$ cat src/rtl/rdse_pkg.sv
package rdse_pkg;

   // Widths fixed by the data format
   localparam int CHAR_W    = 8;
   localparam int DIGIT_W   = 4;
   localparam int RADIX_W   = 5;
   localparam int TABLE_W   = 64;
   localparam int CSR_IDX_W = 2;

   // Quotient bits produced per divider cycle
   localparam int CHUNK_W = 8;

   // Defaults for the top-level parameters
   localparam int DEFAULT_VALUE_WIDTH = 32;
   localparam int DEFAULT_MAX_RADIX   = 16;

   // Fixed characters and reset values
   localparam logic [CHAR_W-1:0]  ZERO_CHAR        = 8'h30;
   localparam logic [RADIX_W-1:0] RESET_RADIX      = 5'd10;
   localparam logic [RADIX_W-1:0] MIN_RADIX        = 5'd2;
   localparam logic [TABLE_W-1:0] RESET_CHARS_LOW  = 64'h3736353433323130;
   localparam logic [TABLE_W-1:0] RESET_CHARS_HIGH = 64'h6665646362613938;

   // Register indexes on the csr port
   typedef enum logic [CSR_IDX_W-1:0] {
      CSR_RADIX      = 2'd0,
      CSR_CHARS_LOW  = 2'd1,
      CSR_CHARS_HIGH = 2'd2
   } csr_index_type;

   // Map a digit value to its character through the 16-entry table
   function automatic logic [CHAR_W-1:0] digit_char(
      input logic [DIGIT_W-1:0] digit,
      input logic [TABLE_W-1:0] chars_low,
      input logic [TABLE_W-1:0] chars_high
   );
      logic [2*TABLE_W-1:0] tbl;
      tbl = {chars_high, chars_low};
      return tbl[{digit, 3'b000} +: CHAR_W];
   endfunction

endpackage

$ cat src/rtl/rdse_front.sv
module rdse_front
   import rdse_pkg::*;
#(
   parameter int VALUE_WIDTH = DEFAULT_VALUE_WIDTH
) (
   input  logic                   clock,
   input  logic                   reset,
   // input word channel
   input  logic                   req_valid,
   output logic                   req_stall,
   input  logic [VALUE_WIDTH-1:0] req_value,
   // queue head toward the back end
   output logic                   q_valid,
   input  logic                   q_ready,
   output logic [VALUE_WIDTH-1:0] q_value,
   output logic                   q_zero
);

   // two-entry queue: value plus zero flag
   logic [VALUE_WIDTH-1:0] value_q_ff [2];
   logic                   zero_q_ff  [2];
   logic                   wr_ptr_ff, wr_ptr_in;
   logic                   rd_ptr_ff, rd_ptr_in;
   logic [1:0]             count_ff, count_in;
   logic                   push, pop;

   assign req_stall = (count_ff == 2'd2);
   assign push      = req_valid & ~req_stall;
   assign q_valid   = (count_ff != 2'd0);
   assign pop       = q_valid & q_ready;
   assign q_value   = value_q_ff[rd_ptr_ff];
   assign q_zero    = zero_q_ff[rd_ptr_ff];

   // pointer and fill count update
   always_comb begin
      wr_ptr_in = push ? ~wr_ptr_ff : wr_ptr_ff;
      rd_ptr_in = pop  ? ~rd_ptr_ff : rd_ptr_ff;
      count_in  = count_ff;
      if (push && !pop) begin
         count_in = count_ff + 2'd1;
      end else if (pop && !push) begin
         count_in = count_ff - 2'd1;
      end
   end

   always_ff @(posedge clock) begin
      if (reset) begin
         wr_ptr_ff <= 1'b0;
         rd_ptr_ff <= 1'b0;
         count_ff  <= 2'd0;
      end else begin
         wr_ptr_ff <= wr_ptr_in;
         rd_ptr_ff <= rd_ptr_in;
         count_ff  <= count_in;
      end
   end

   // classify on entry: zero takes the short path in the back end
   always_ff @(posedge clock) begin
      if (push) begin
         value_q_ff[wr_ptr_ff] <= req_value;
         zero_q_ff[wr_ptr_ff]  <= (req_value == '0);
      end
   end

endmodule

$ cat src/rtl/rdse_divider.sv
module rdse_divider
   import rdse_pkg::*;
#(
   parameter int VALUE_WIDTH = DEFAULT_VALUE_WIDTH
) (
   input  logic                   clock,
   input  logic                   reset,
   input  logic                   start,
   input  logic [VALUE_WIDTH-1:0] dividend,
   input  logic [RADIX_W-1:0]     radix,
   output logic                   done,
   output logic [VALUE_WIDTH-1:0] quotient,
   output logic [DIGIT_W-1:0]     remainder
);

   localparam int NCHUNK = (VALUE_WIDTH + CHUNK_W - 1) / CHUNK_W;
   localparam int PAD_W  = NCHUNK * CHUNK_W;
   localparam int STEP_W = $clog2(NCHUNK + 1);

   // work holds remaining dividend bits on top, quotient bits shifting in below
   logic [PAD_W-1:0]   work_ff, work_in;
   logic [DIGIT_W-1:0] rem_ff, rem_in;
   logic [STEP_W-1:0]  step_ff, step_in;
   logic               busy_ff, busy_in;
   logic               done_ff, done_in;
   logic [CHUNK_W-1:0] chunk;
   logic [CHUNK_W-1:0] qchunk;
   logic [DIGIT_W-1:0] rem_v;
   logic [DIGIT_W:0]   trial;

   // restoring division, one chunk of dividend bits per cycle
   always_comb begin
      chunk  = work_ff[PAD_W-1 -: CHUNK_W];
      rem_v  = rem_ff;
      qchunk = '0;
      trial  = '0;
      for (int i = CHUNK_W - 1; i >= 0; i--) begin
         trial = {rem_v, chunk[i]};
         if (trial >= radix) begin
            rem_v     = DIGIT_W'(trial - radix);
            qchunk[i] = 1'b1;
         end else begin
            rem_v = trial[DIGIT_W-1:0];
         end
      end
   end

   // load / iterate control
   always_comb begin
      work_in = work_ff;
      rem_in  = rem_ff;
      step_in = step_ff;
      busy_in = busy_ff;
      done_in = 1'b0;
      if (start) begin
         work_in = PAD_W'(dividend);
         rem_in  = '0;
         step_in = '0;
         busy_in = 1'b1;
      end else if (busy_ff) begin
         work_in = (work_ff << CHUNK_W) | PAD_W'(qchunk);
         rem_in  = rem_v;
         step_in = step_ff + STEP_W'(1);
         if (step_ff == STEP_W'(NCHUNK - 1)) begin
            busy_in = 1'b0;
            done_in = 1'b1;
         end
      end
   end

   always_ff @(posedge clock) begin
      if (reset) begin
         busy_ff <= 1'b0;
         done_ff <= 1'b0;
         step_ff <= '0;
      end else begin
         busy_ff <= busy_in;
         done_ff <= done_in;
         step_ff <= step_in;
      end
   end

   always_ff @(posedge clock) begin
      work_ff <= work_in;
      rem_ff  <= rem_in;
   end

   assign done      = done_ff;
   assign quotient  = work_ff[VALUE_WIDTH-1:0];
   assign remainder = rem_ff;

endmodule

$ cat src/rtl/rdse_back.sv
module rdse_back
   import rdse_pkg::*;
#(
   parameter int VALUE_WIDTH = DEFAULT_VALUE_WIDTH
) (
   input  logic                   clock,
   input  logic                   reset,
   // queue head from the front end
   input  logic                   q_valid,
   output logic                   q_ready,
   input  logic [VALUE_WIDTH-1:0] q_value,
   input  logic                   q_zero,
   // divider
   output logic                   div_start,
   output logic [VALUE_WIDTH-1:0] div_dividend,
   input  logic                   div_done,
   input  logic [VALUE_WIDTH-1:0] div_quot,
   input  logic [DIGIT_W-1:0]     div_rem,
   // digit table
   input  logic [TABLE_W-1:0]     chars_low,
   input  logic [TABLE_W-1:0]     chars_high,
   // result word channel
   output logic                   rsp_valid,
   input  logic                   rsp_stall,
   output logic [CHAR_W-1:0]      rsp_char_out,
   output logic                   rsp_last_char
);

   localparam int IDX_W = $clog2(VALUE_WIDTH);
   localparam int CNT_W = $clog2(VALUE_WIDTH + 1);

   typedef enum logic [3:0] {
      ST_IDLE = 4'b0001,
      ST_DIV  = 4'b0010,
      ST_READ = 4'b0100,
      ST_SHOW = 4'b1000
   } state_type;

   state_type          state_ff, state_in;
   logic [CNT_W-1:0]   cnt_ff, cnt_in;
   logic [IDX_W-1:0]   rd_idx_ff, rd_idx_in;
   logic               zero_ff, zero_in;
   logic [DIGIT_W-1:0] digit_q_ff;
   logic               mem_we, mem_re;
   logic               last;

   // remainders, least significant digit at entry 0
   logic [DIGIT_W-1:0] digit_store [VALUE_WIDTH];

   assign q_ready      = (state_ff == ST_IDLE);
   assign rsp_valid    = (state_ff == ST_SHOW);
   assign last         = zero_ff | (rd_idx_ff == '0);
   assign div_dividend = (state_ff == ST_IDLE) ? q_value : div_quot;
   assign mem_we       = (state_ff == ST_DIV) & div_done;
   assign mem_re       = (state_ff == ST_READ);

   // sequencer: divide out digits, then play them back in reverse; a zero word skips the divider
   always_comb begin
      state_in  = state_ff;
      cnt_in    = cnt_ff;
      rd_idx_in = rd_idx_ff;
      zero_in   = zero_ff;
      div_start = 1'b0;
      unique case (state_ff)
         ST_IDLE: begin
            if (q_valid) begin
               zero_in = q_zero;
               cnt_in  = '0;
               if (q_zero) begin
                  state_in = ST_SHOW;
               end else begin
                  div_start = 1'b1;
                  state_in  = ST_DIV;
               end
            end
         end
         ST_DIV: begin
            if (div_done) begin
               cnt_in = cnt_ff + CNT_W'(1);
               if (div_quot == '0) begin
                  rd_idx_in = cnt_ff[IDX_W-1:0];
                  state_in  = ST_READ;
               end else begin
                  div_start = 1'b1;
               end
            end
         end
         ST_READ: begin
            state_in = ST_SHOW;
         end
         ST_SHOW: begin
            if (!rsp_stall) begin
               if (last) begin
                  state_in = ST_IDLE;
               end else begin
                  rd_idx_in = rd_idx_ff - IDX_W'(1);
                  state_in  = ST_READ;
               end
            end
         end
         default: begin
            state_in = ST_IDLE;
         end
      endcase
   end

   always_ff @(posedge clock) begin
      if (reset) begin
         state_ff  <= ST_IDLE;
         cnt_ff    <= '0;
         rd_idx_ff <= '0;
         zero_ff   <= 1'b0;
      end else begin
         state_ff  <= state_in;
         cnt_ff    <= cnt_in;
         rd_idx_ff <= rd_idx_in;
         zero_ff   <= zero_in;
      end
   end

   // digit memory: one write port, one registered read port
   always_ff @(posedge clock) begin
      if (mem_we) begin
         digit_store[cnt_ff[IDX_W-1:0]] <= div_rem;
      end
      if (mem_re) begin
         digit_q_ff <= digit_store[rd_idx_ff];
      end
   end

   // zero always shows as the ASCII digit, not through the table
   assign rsp_char_out  = zero_ff ? ZERO_CHAR : digit_char(digit_q_ff, chars_low, chars_high);
   assign rsp_last_char = last;

endmodule

$ cat src/rtl/radix_digit_string_encoder.sv
// A zero word goes from the input queue straight to the show state, skipping the divider;
// otherwise each digit takes one divider pass over ceil(VALUE_WIDTH/8) 8-bit chunks, and
// each character then passes a registered digit memory read and a show state.
// Throughput is set by the 8-bit-per-cycle divider and the registered digit memory read.
// A two-word input queue takes new words while the back end works.
// Reset (synchronous): queue and sequencer empty, radix 10, table "0123456789abcdef".
module radix_digit_string_encoder
   import rdse_pkg::*;
#(
   parameter int VALUE_WIDTH = DEFAULT_VALUE_WIDTH,
   parameter int MAX_RADIX   = DEFAULT_MAX_RADIX
) (
   input  logic                   clock,
   input  logic                   reset,
   // input word channel
   input  logic                   req_valid,
   output logic                   req_stall,
   input  logic [VALUE_WIDTH-1:0] req_value,
   // result word channel
   output logic                   rsp_valid,
   input  logic                   rsp_stall,
   output logic [CHAR_W-1:0]      rsp_char_out,
   output logic                   rsp_last_char,
   // configuration
   input  logic                   csr_write_en,
   input  logic [CSR_IDX_W-1:0]   csr_index,
   input  logic [TABLE_W-1:0]     csr_wdata
);

   localparam logic [RADIX_W-1:0] RADIX_CAP = RADIX_W'(MAX_RADIX);

   logic [RADIX_W-1:0]     radix_ff, radix_in;
   logic [TABLE_W-1:0]     chars_low_ff, chars_low_in;
   logic [TABLE_W-1:0]     chars_high_ff, chars_high_in;
   logic [RADIX_W-1:0]     radix_wr;
   logic                   q_valid, q_ready, q_zero;
   logic [VALUE_WIDTH-1:0] q_value;
   logic                   div_start, div_done;
   logic [VALUE_WIDTH-1:0] div_dividend, div_quot;
   logic [DIGIT_W-1:0]     div_rem;

   // register writes, radix clamped into its legal range
   always_comb begin
      radix_wr = csr_wdata[RADIX_W-1:0];
      if (radix_wr < MIN_RADIX) begin
         radix_wr = MIN_RADIX;
      end else if (radix_wr > RADIX_CAP) begin
         radix_wr = RADIX_CAP;
      end
      radix_in      = radix_ff;
      chars_low_in  = chars_low_ff;
      chars_high_in = chars_high_ff;
      if (csr_write_en) begin
         unique case (csr_index)
            CSR_RADIX:      radix_in      = radix_wr;
            CSR_CHARS_LOW:  chars_low_in  = csr_wdata;
            CSR_CHARS_HIGH: chars_high_in = csr_wdata;
            default: begin
               radix_in = radix_ff;
            end
         endcase
      end
   end

   always_ff @(posedge clock) begin
      if (reset) begin
         radix_ff      <= RESET_RADIX;
         chars_low_ff  <= RESET_CHARS_LOW;
         chars_high_ff <= RESET_CHARS_HIGH;
      end else begin
         radix_ff      <= radix_in;
         chars_low_ff  <= chars_low_in;
         chars_high_ff <= chars_high_in;
      end
   end

   rdse_front #(
      .VALUE_WIDTH (VALUE_WIDTH)
   ) u_front (
      .clock     (clock),
      .reset     (reset),
      .req_valid (req_valid),
      .req_stall (req_stall),
      .req_value (req_value),
      .q_valid   (q_valid),
      .q_ready   (q_ready),
      .q_value   (q_value),
      .q_zero    (q_zero)
   );

   rdse_divider #(
      .VALUE_WIDTH (VALUE_WIDTH)
   ) u_divider (
      .clock     (clock),
      .reset     (reset),
      .start     (div_start),
      .dividend  (div_dividend),
      .radix     (radix_ff),
      .done      (div_done),
      .quotient  (div_quot),
      .remainder (div_rem)
   );

   rdse_back #(
      .VALUE_WIDTH (VALUE_WIDTH)
   ) u_back (
      .clock         (clock),
      .reset         (reset),
      .q_valid       (q_valid),
      .q_ready       (q_ready),
      .q_value       (q_value),
      .q_zero        (q_zero),
      .div_start     (div_start),
      .div_dividend  (div_dividend),
      .div_done      (div_done),
      .div_quot      (div_quot),
      .div_rem       (div_rem),
      .chars_low     (chars_low_ff),
      .chars_high    (chars_high_ff),
      .rsp_valid     (rsp_valid),
      .rsp_stall     (rsp_stall),
      .rsp_char_out  (rsp_char_out),
      .rsp_last_char (rsp_last_char)
   );

endmodule

$ cat config.mk
export PLATFORM = sky130hd
export DESIGN_NAME = radix_digit_string_encoder
export DESIGN_NICKNAME = d
export VERILOG_FILES = /design/src/rtl/rdse_pkg.sv /design/src/rtl/rdse_front.sv /design/src/rtl/rdse_divider.sv /design/src/rtl/rdse_back.sv /design/src/rtl/radix_digit_string_encoder.sv
export SDC_FILE = /design/constraint.sdc
export NUM_CORES = 1
export LEC_CHECK = 0
export ABC_AREA = 0
export BUFFER_PORTS_ARGS = -buffer_cell sky130_fd_sc_hd__buf_2
export CAP_MARGIN = 15
export CORE_MARGIN = 2
export CORE_UTILIZATION = 55
export DETAILED_ROUTE_END_ITERATION = 6
export GPL_ROUTABILITY_DRIVEN = 0
export GPL_TIMING_DRIVEN = 1
export PLACE_DENSITY_LB_ADDON = 0.08
export SYNTH_ARGS = -nofsm -noshare
export SYNTH_HDL_FRONTEND = slang
export SYNTH_HIERARCHICAL = 1
export SYNTH_SLANG_ARGS = --single-unit
$ cat constraint.sdc
create_clock -name clock -period 10.4 [get_ports clock]
set_input_delay 1.04 -clock clock [delete_from_list [all_inputs] [get_ports clock]]
set_output_delay 1.04 -clock clock [all_outputs]
set_load 0.01 [all_outputs]
Word level (Yosys, flattened, before mapping)
Memories as Yosys holds them, arrays and structs flattened. A register that Yosys moved wholly into a read port is not among the register bits.
Index checks and enable logic that the tools add are counted.
W data, S select, Z words.
{ "classes": {"n_addsub": 13, "n_lt_le_gt_ge": 10, "eq_ne": 14, "n_reduce_logical": 23, "bitwise_logic": 9, "n_mux": 56, "shifts": 1} }
{ "op_table": {"columns": ["operator", "n"], "rows": [
  ["$shiftx A128 B8 Y8", 1],
  ["$mux W32", 3],
  ["$logic_not A32 Y1", 2],
  ["$mux W4", 13],
  ["$ge A5 B5 Y1", 8],
  ["$or A32 B8 Y32", 1],
  ["$sub A4 B4 Y4", 8],
  ["$mux W5", 6],
  ["$mux W1", 24],
  ["$pmux W4 S4", 1],
  ["$mux W6", 2],
  ["$pmux W6 S2", 1],
  ["$pmux W5 S2", 1],
  ["$reduce_and A2 Y1", 5],
  ["$reduce_bool A2 Y1", 5],
  ["$mux W8", 1],
  ["$ne A2 B2 Y1 const B", 4],
  ["$add A6 B1 Y6 const B", 1],
  ["$gt A5 B5 Y1 const B", 1],
  ["$logic_not A5 Y1", 1],
  ["$lt A5 B2 Y1 const B", 1],
  ["$reduce_and A5 Y1", 1],
  ["$sub A5 B1 Y5 const B", 1],
  ["$eq A2 B2 Y1 const B", 2],
  ["other kinds (23)", 32]
]} }
{ "totals": {"mem_count": 3, "ff_bits": 194, "ramBits": 194, "out_inout_bits": 11} }
{ "memory_table": {"columns": ["name", "depth", "word_bits", "rd", "rd_ports_with_merged_regs", "write_ports", "line_no", "source"], "rows": [
  ["u_back.digit_store", 32, 4, 1, 1, 1, "rdse_back.sv:48", "logic [DIGIT_W-1:0] digit_store [VALUE_WIDTH];"],
  ["u_front.value_q_ff", 2, 32, 1, 1, 1, "rdse_front.sv:20", "logic [VALUE_WIDTH-1:0] value_q_ff [2];"],
  ["u_front.zero_q_ff", 2, 1, 1, 1, 1, "rdse_front.sv:21", "logic zero_q_ff [2];"]
]} }

Depth between registers and ports, before layout
Gate-level depths: netlist of run 1.
{ "logic_depth": {"word_depth": 19, "ltp_mapped": 49, "mapped_depth_nobuf": 49} }

Cells and area by module
Netlist of run 1, hierarchy kept.
{ "by_module_without_submodules": {"columns": ["mod", "n_inst", "area_per_inst_um2", "seq_area_each_um2", "cells_per_inst"], "rows": [
  ["rdse_back", 1, 7547.2, 4264.1, 457],
  ["radix_digit_string_encoder", 1, 4709.5, 2662.6, 580],
  ["rdse_divider", 1, 3577.2, 1141.1, 348],
  ["rdse_front", 1, 2660.1, 2082.0, 139]
]} }

Worst setup path after synthesis of run 1
OpenSTA, ideal clock, no wires.
{ "synth_path": {"kind": "flip-flop to flip-flop", "from": "reg u_divider.rem_ff[0], in the netlist u_divider/remainder[0]", "to": "reg u_divider.work_ff[0], in the netlist u_divider/quotient[0], data pin", "required_time_ps": 10140, "stages_incl_launch_ff": 45, "synth_period_minus_slack_ps": 10980, "path_slack_ps": -580, "arrival_time_ps": 10720, "path_buffers": 0, "setup_ps": 260, "cell_sequence": "dfxtp_1 -> ha_1 -> nor2b_1 -> o31a_1 -> o21a_1 -> nor2_4 -> mux2_2 -> ha_1 -> and4_1 -> nor2_1 -> a21boi_0 -> nor2_1 -> mux2_4 -> inv_1 -> ha_1 -> o21ai_0 -> a21o_1 -> a31o_2 -> (+9 left out) -> a31oi_2 -> mux2_4 -> ha_1 -> o21a_1 -> o31a_1 -> o22ai_2 -> mux2i_1 -> ha_1 -> nor2b_1 -> o31ai_1 -> a31oi_2 -> nand2b_1 -> nand2_1 -> ha_1 -> a21o_1 -> a31oi_1 -> o21ai_1 -> mux2_2"} }
{ "synth_between": {"elab_chain_cells": 19} }
{ "synth_rtl": {"columns": ["item", "line_no", "source"], "rows": [
  ["start, declared", "rdse_divider.sv:22", "logic [DIGIT_W-1:0] rem_ff, rem_in;"],
  ["start signal, assigned", "rdse_divider.sv:85", "rem_ff <= rem_in;"],
  ["$sub A4 B4 Y4 or $ge A5 B5 Y1 (tied branches)", "rdse_divider.sv:40, rdse_divider.sv:39", null],
  ["$mux W4 *", "rdse_divider.sv:39", "if (trial >= radix) begin"],
  ["$sub A4 B4 Y4 or $ge A5 B5 Y1 (tied branches)", "rdse_divider.sv:40, rdse_divider.sv:39", null],
  ["$mux W4 *", "rdse_divider.sv:39", null],
  ["$sub A4 B4 Y4 or $ge A5 B5 Y1 (tied branches)", "rdse_divider.sv:40, rdse_divider.sv:39", null],
  ["$mux W4 *", "rdse_divider.sv:39", null],
  ["$ge A5 B5 Y1 or $sub A4 B4 Y4 (tied branches)", "rdse_divider.sv:39, rdse_divider.sv:40", null],
  ["$mux W4 *", "rdse_divider.sv:39", null],
  ["(+4 left out)", null, null],
  ["$sub A4 B4 Y4 or $ge A5 B5 Y1 (tied branches)", "rdse_divider.sv:40, rdse_divider.sv:39", null],
  ["$mux W4 *", "rdse_divider.sv:39", null],
  ["$ge A5 B5 Y1 *", "rdse_divider.sv:39", null],
  ["$mux W1 *", "rdse_divider.sv:39", null],
  ["$or A32 B8 Y32 *", "rdse_divider.sv:61", "work_in = (work_ff << CHUNK_W) | PAD_W'(qchunk);"],
  ["$mux W32 *", "rdse_divider.sv:60", "end else if (busy_ff) begin"],
  ["$mux W32 *", "rdse_divider.sv:55", "if (start) begin"],
  ["net u_divider.work_in[0]", "rdse_divider.sv:21", "logic [PAD_W-1:0] work_ff, work_in;"],
  ["end signal, assigned", "rdse_divider.sv:84", "work_ff <= work_in;"],
  ["end, declared", "rdse_divider.sv:21", null]
]} }
The timed path passes the listed nets; every way through them passes the cells marked *. The select of a mux whose other input is x is not followed.
A chain may end at the register's enable or synchronous reset.

Final worst setup path of run 1
{ "layout_path": {"from": "reg radix_ff[1]", "to": "reg u_divider.rem_ff[2], in the netlist u_divider/remainder[2]"} }
{ "layout_between": {"elab_chain_cells": 16} }
{ "layout_rtl": {"columns": ["item", "line_no", "source"], "rows": [
  ["start, declared", "radix_digit_string_encoder.sv:32", "logic [RADIX_W-1:0] radix_ff, radix_in;"],
  ["start signal, assigned", "radix_digit_string_encoder.sv:71", "radix_ff <= radix_in;"],
  ["$sub A4 B4 Y4 or $ge A5 B5 Y1 (tied branches)", "rdse_divider.sv:40, rdse_divider.sv:39", null],
  ["$mux W4", "rdse_divider.sv:39", null],
  ["$sub A4 B4 Y4 or $ge A5 B5 Y1 (tied branches)", "rdse_divider.sv:40, rdse_divider.sv:39", null],
  ["$mux W4", "rdse_divider.sv:39", null],
  ["$sub A4 B4 Y4 or $ge A5 B5 Y1 (tied branches)", "rdse_divider.sv:40, rdse_divider.sv:39", null],
  ["$mux W4", "rdse_divider.sv:39", null],
  ["$ge A5 B5 Y1 or $sub A4 B4 Y4 (tied branches)", "rdse_divider.sv:39, rdse_divider.sv:40", null],
  ["$mux W4", "rdse_divider.sv:39", null],
  ["$sub A4 B4 Y4 or $ge A5 B5 Y1 (tied branches)", "rdse_divider.sv:40, rdse_divider.sv:39", null],
  ["$mux W4", "rdse_divider.sv:39", null],
  ["$sub A4 B4 Y4 or $ge A5 B5 Y1 (tied branches)", "rdse_divider.sv:40, rdse_divider.sv:39", null],
  ["$mux W4", "rdse_divider.sv:39", null],
  ["$ge A5 B5 Y1 or $sub A4 B4 Y4 (tied branches)", "rdse_divider.sv:39, rdse_divider.sv:40", null],
  ["$mux W4", "rdse_divider.sv:39", null],
  ["$sub A4 B4 Y4 or $ge A5 B5 Y1 (tied branches)", "rdse_divider.sv:40, rdse_divider.sv:39", null],
  ["$mux W4 *", "rdse_divider.sv:39", null]
]} }
Every way passes the cells marked *; elsewhere a longest branch is shown, timed or not.

==> results.toml, run 1 <==
[critical_path]
cp_slowest_cell = "dfxtp_4"
slowest_delay_ps = 350
cp.required_ps = 10800
crit_top_cell = "ha_4"
r2r_start = "radix_ff[1]"
critPathKind = "flip-flop to flip-flop"
crit_start = "radix_ff[1]"
crit_path_start_kind = "flip-flop"
worst-path-max-fanout = 6
crit_path_end_kind = "flip-flop"
arrival_ps = 10620

[global_route]
grt_pass1_wl_mm = 66.7
grt_pass1_vias = 12200
grt_use_total_pct = 23.8
grt_max_degree = 107
antenna_found_initial = 0
global_route.overflow_total = 0

[outcome]
status = "completed"

[floorplan]
io_pins = 114
start_util_pct = 55.6
die_h_um = 187
die_area_um2 = 35100
die_w_um = 187
rows = 67
core_area_um2 = 33300

[cells_and_area]
nFillCells = 2531
final_util_pct = 65.1
drive_gt1_share_pct = 29.1
area_growth_pct = 17.1
fin_cells = 2144
n_antenna_cell = 0
fin_nets = 1822

[clock_network]
tritoncts = "done"
cts_buffers = 41
cts_root_buffer = "clkbuf_16"
htreeDepth = 2
cts.clk_slew.worst_paths_ps = 60
insertion_delay_ps = 560
cts_buffer_depth = 3
postCtsHoldBufs = 0
cts.sinks = 392

[synth]
ys_async_sr_fraction_pct = 0
synth_area_um2 = 18500
synth_largest_area_cell = "edfxtp_1"
yosysSeqAreaShare_pct = 54.9
syn_avg_cell_area_um2 = 12.1
synth_warnings = 6
synth.net_count = 1683
yosys.area.top_type_share_pct = 37.3
yosysMostFrequentCell = "nand2_1"
yosys_register_bits = 392
ys_top_cells_by_count = "nand2_1 (288), edfxtp_1 (230), dfxtp_1 (162)"
synth_cells = 1524
ys.flop_type = "edfxtp_1"
synth_edf_count = 230
synth.area.top_cells = "edfxtp_1 (37%), dfxtp_1 (18%), mux4_2 (8.3%)"
yosysUniqueCellTypes = 80

[drt]
routed_wl_mm = 42.5
wl_per_cell_um = 19.8
viasPerCell = 5.79
drc_errors = 0
drtPass1Iterations = 5
antenna_left = 0
vias = 12400
drtIter0Drc = 996

[place]
placed_cells = 2038
hpwl_mm = 27.2
numPortBuffers = 113

[timing]
setup_violations = 0
rsz0062_at_grt = "true"
finalHoldViolCount = 0
slew_headroom_pct = 33.6
worst_pin_slew_ps = 996
fin_crit_ps = 10220
maxSlewViolCount = 0
fin_skew_ps = 13.5
finalCritPeriodShare_pct = 98.3
fmaxAchievable_mhz = 97.9

[worst_hold_path]
min_from = "chars_low_ff[32]"
hp-class = "flip-flop to flip-flop"

[job]
cap_viol_max_count = 0
[worst max-delay path: cells and delay by family, from the launching register on]
kind	cells	cell delay [ps]
buffers and inverters	4	580
AND/OR/NAND/NOR	12	1920
flip-flops	1	350
AO/OA/AOI/OAI	17	3130
multiplexers	6	2030
adder cells (fa/ha/maj)	8	2060
[metrics by stage]
stage / hold slack [ps] / cell area (um^2) / worst slack (ps) / setup TNS [ps]
3_5_place_dp: 445 / 19700 / -353 / -1340
2_1_floorplan: 429 / 18600 / 81.6 / 0
5_1_grt: 470 / 21700 / -207 / -892
3_3_place_gp: 439 / 19700 / 72.1 / 0
6_report: 452 / 21700 / 181 / 0
4_1_cts: 453 / 21200 / 9.44 / 0
[worst paths after layout]
| check | slack [ps] | cells after the start | endpoint |
|---|---|---|---|
| min reg2reg | 450 | 2 | chars_low_ff[32] |
| max reg2reg | 180 | 47 | u_divider/remainder[2] |
| max | 180 | 47 | u_divider/remainder[2] |
| min | 450 | 2 | chars_low_ff[32] |
[cells in the final DEF (no fill, tap or decap), types with 16 or more instances in the layout]
cell,count
a21oi_1,94
nand3b_1,62
inv_1,33
o21ai_0,16
mux2_2,94
mux4_2,68
ha_1,27
nor2_1,70
buf_2,112
edfxtp_1,230
buf_4,61
nor4_1,20
clkbuf_16,42
mux2i_1,23
dfxtp_1,158
nand2_1,285
[registers in the layout, summed over array words and instances, names as in the netlist, 2 cells and up, named ones only]
name                 flops
chars_high_ff           64
chars_low_ff            64
radix_ff                 5
u_back/cnt_ff            5
u_back/digit_q_ff        4
u_back/digit_store     128
u_back/rd_idx_ff         5
u_back/state_ff          4
u_divider/quotient      32
u_divider/remainder      4
u_divider/step_ff        3
u_front/count_ff         2
u_front/value_q_ff      64
u_front/zero_q_ff        2
[kinds of logic (layout without fill, tap and decap cells)]
group	Yosys count	count (layout)	synth area share (%)
buffers and inverters	122	293	2.77
AOI/OAI and AO/OA	201	202	6.87
muxes	200	200	16.6
xor gates and xnor gates	19	19	0.900
adders and majority gates	56	56	4.11
DFF	392	392	54.9
and+or+nand+nor	534	534	13.9
[routing by layer]
layer | GRT usage (%) | wire length (um) | vias to the layer above
met2 | 38.8 | 20300 | 317
met1 | 33.4 | 19100 | 6124
met4 | 7.09 | 1150 | 0
met3 | 3.38 | 1990 | 77
li1 | - | - | 5896
met5 | 0 | 0 | -
[final cells by class]
class / instances / area, um^2 / share of cell area (%)
Clock buffer: 55 / 1130 / 5.22
Clock inverter: 21 / 205 / 0.948
Inverter: 39 / 150 / 0.693
Multi-Input combinational cell: 1011 / 8380 / 38.7
Sequential cell: 392 / 10200 / 46.9
Tap cell: 448 / 561 / 2.59
Timing Repair Buffer: 178 / 1070 / 4.96
[timing repair]
item / 4_1_cts / 5_1_grt
buffers inserted: 13 / 16
endpoints found under the setup margin: 5 / 5
gates resized for setup: 16 / 62
pin swaps: 15 / 35
cloned: 1 / 0
Power of run 1 is left out: the tool's default activity adds up to more than one toggle a clock period on the data nets, which glitch-free logic cannot reach.
==> run 2: changes to the inputs <==
Settings changed: CORE_UTILIZATION 55 to 57, PLACE_DENSITY_LB_ADDON 0.08 to 0.2.
Clock period 10.4 ns to 11.25 ns, I/O delays scaled along.
==> run 2 against run 1 <==
Against the previous run:
- sequential share of layout area up 1.6 points
- core utilization up 0.95 points
- cell count down 3.4%
- design area down 3.3%
- clock skew down 2.3 ps
- critical endpoint is now u_divider/remainder[3]
- largest cell class unchanged
==> results.toml, run 2 (synthesis results as in run 1) <==
[timing]
fin_skew_ps = 11.2
fin_crit_ps = 10800
fmaxAchievable_mhz = 92.6
slew_headroom_pct = 45.1
finalHoldViolCount = 0
worst_pin_slew_ps = 824
finalCritPeriodShare_pct = 96.0
setup_ws_ps = 451
maxSlewViolCount = 0
setup_violations = 0

[floorplan]
rows = 65
core_area_um2 = 31700
io_pins = 114
die_area_um2 = 33900
die_w_um = 184
start_util_pct = 58.3
die_h_um = 184

[cells_and_area]
fin_nets = 1794
largest_reg_flops = 128
area_growth_pct = 13.2
drive_gt1_share_pct = 25.4
design_area_um2 = 20900
final_common_cell = "nand2_1"
layout_common_cells = "nand2_1 (288), edfxtp_1 (230), dfxtp_1 (161)"

[critical_path]
worst-path-max-fanout = 6
crit_top_cell = "ha_1"
worstReg2RegEnd = "u_divider/remainder[3]"
slowest_delay_ps = 360
cp_slowest_cell = "mux2_2"
r2r_start = "radix_ff[1]"
critPathKind = "flip-flop to flip-flop"
crit_start = "radix_ff[1]"
crit_path_start_kind = "flip-flop"
crit_path_end = "u_divider/remainder[3]"
cp.required_ps = 11690
crit_path_end_kind = "flip-flop"
worstRegToRegCells = 47
regToRegSetupSlack_ps = 450
arrival_ps = 11240

[place]
placed_area_um2 = 19400
hpwl_mm = 26.8
numPortBuffers = 113
place_ws_ps = -210

[outcome]
status = "completed"

[drt]
drtPass1Iterations = 5
antenna_left = 0
drtIter0Drc = 1021
wl_per_cell_um = 19.9
vias = 12400
drc_errors = 0
routed_wl_mm = 41.1
viasPerCell = 6.01

[clock_network]
postCtsHoldBufs = 0
cts.sinks = 392
tritoncts = "done"
cts_root_buffer = "clkbuf_16"
cts.clk_slew.worst_paths_ps = 60
cts_buffers = 41
insertion_delay_ps = 540
cts_buffer_depth = 3
htreeDepth = 2

[job]
cap_viol_max_count = 0

[global_route]
grt_pass1_wl_mm = 64.6
global_route.overflow_total = 0
grt_max_degree = 87
antenna_found_initial = 2
grt_pass1_vias = 12200
grt_use_total_pct = 24.2

[worst_hold_path]
hp-class = "flip-flop to flip-flop"
==> run 2: stage by stage <==
step	hold slack, ps	TNS, ps	utilization [%]	std cells
2_1_floorplan	429	0	-	1524
3_5_place_dp	444	-909	61.3	1985
3_3_place_gp	438	0	61.3	1985
6_report	450	0	66.0	2072
5_1_grt	473	-203	66.0	2069
4_1_cts	452	0	65.4	2060
==> run 2: critical path, delay by kind of cell (launching register included) <==
family / cells / cell delay, ps
multiplexers: 6 / 2100
AO/OA/AOI/OAI: 21 / 4210
flip-flops: 1 / 320
AND/OR/NAND/NOR: 7 / 1090
buffers and inverters: 4 / 360
adder cells (fa/ha/maj): 8 / 2480
XOR/XNOR: 1 / 150
==> run 2: how the worst min path moves through the flow <==
stage / start / cells past startpoint / slack (ps) / endpoint
after floorplan: chars_high_ff[12] / 2 / 430 / chars_high_ff[12]
final: chars_high_ff[55] / 2 / 450 / chars_high_ff[55]
after global routing: chars_low_ff[7] / 2 / 470 / chars_low_ff[7]
after CTS: chars_high_ff[55] / 2 / 450 / chars_high_ff[55]
after global placement: chars_low_ff[32] / 2 / 440 / chars_low_ff[32]
after detailed placement: chars_high_ff[55] / 2 / 440 / chars_high_ff[55]
==> run 2: layout make-up <==
| class | count | area, um^2 |
|---|---|---|
| inverters | 39 | 146 |
| clock inverters | 19 | 141 |
| multi-input cells | 1011 | 8000 |
| diodes | 3 | 7.51 |
| fillers | 2374 | 10800 |
| well taps | 402 | 503 |
| flip-flops and latches | 392 | 10200 |
| clock buffers | 56 | 1140 |
| repair buffers | 150 | 846 |
==> run 2: what timing repair did <==
action	4_1_cts	5_1_grt
buffers inserted	0	8
gates cloned	0	1
resized for setup	5	20
pin swaps	0	8
setup endpoints to repair	5	5
==> run 2: layer usage <==
metal	GRT usage, %	up-vias	part of all wire, %
li1	-	5854	-
met1	33.5	6167	44
met2	40.4	370	48
met3	3.91	55	6.3
met4	5.73	0	1.7
met5	0	-	0
Power of run 2 is left out for the same reason.
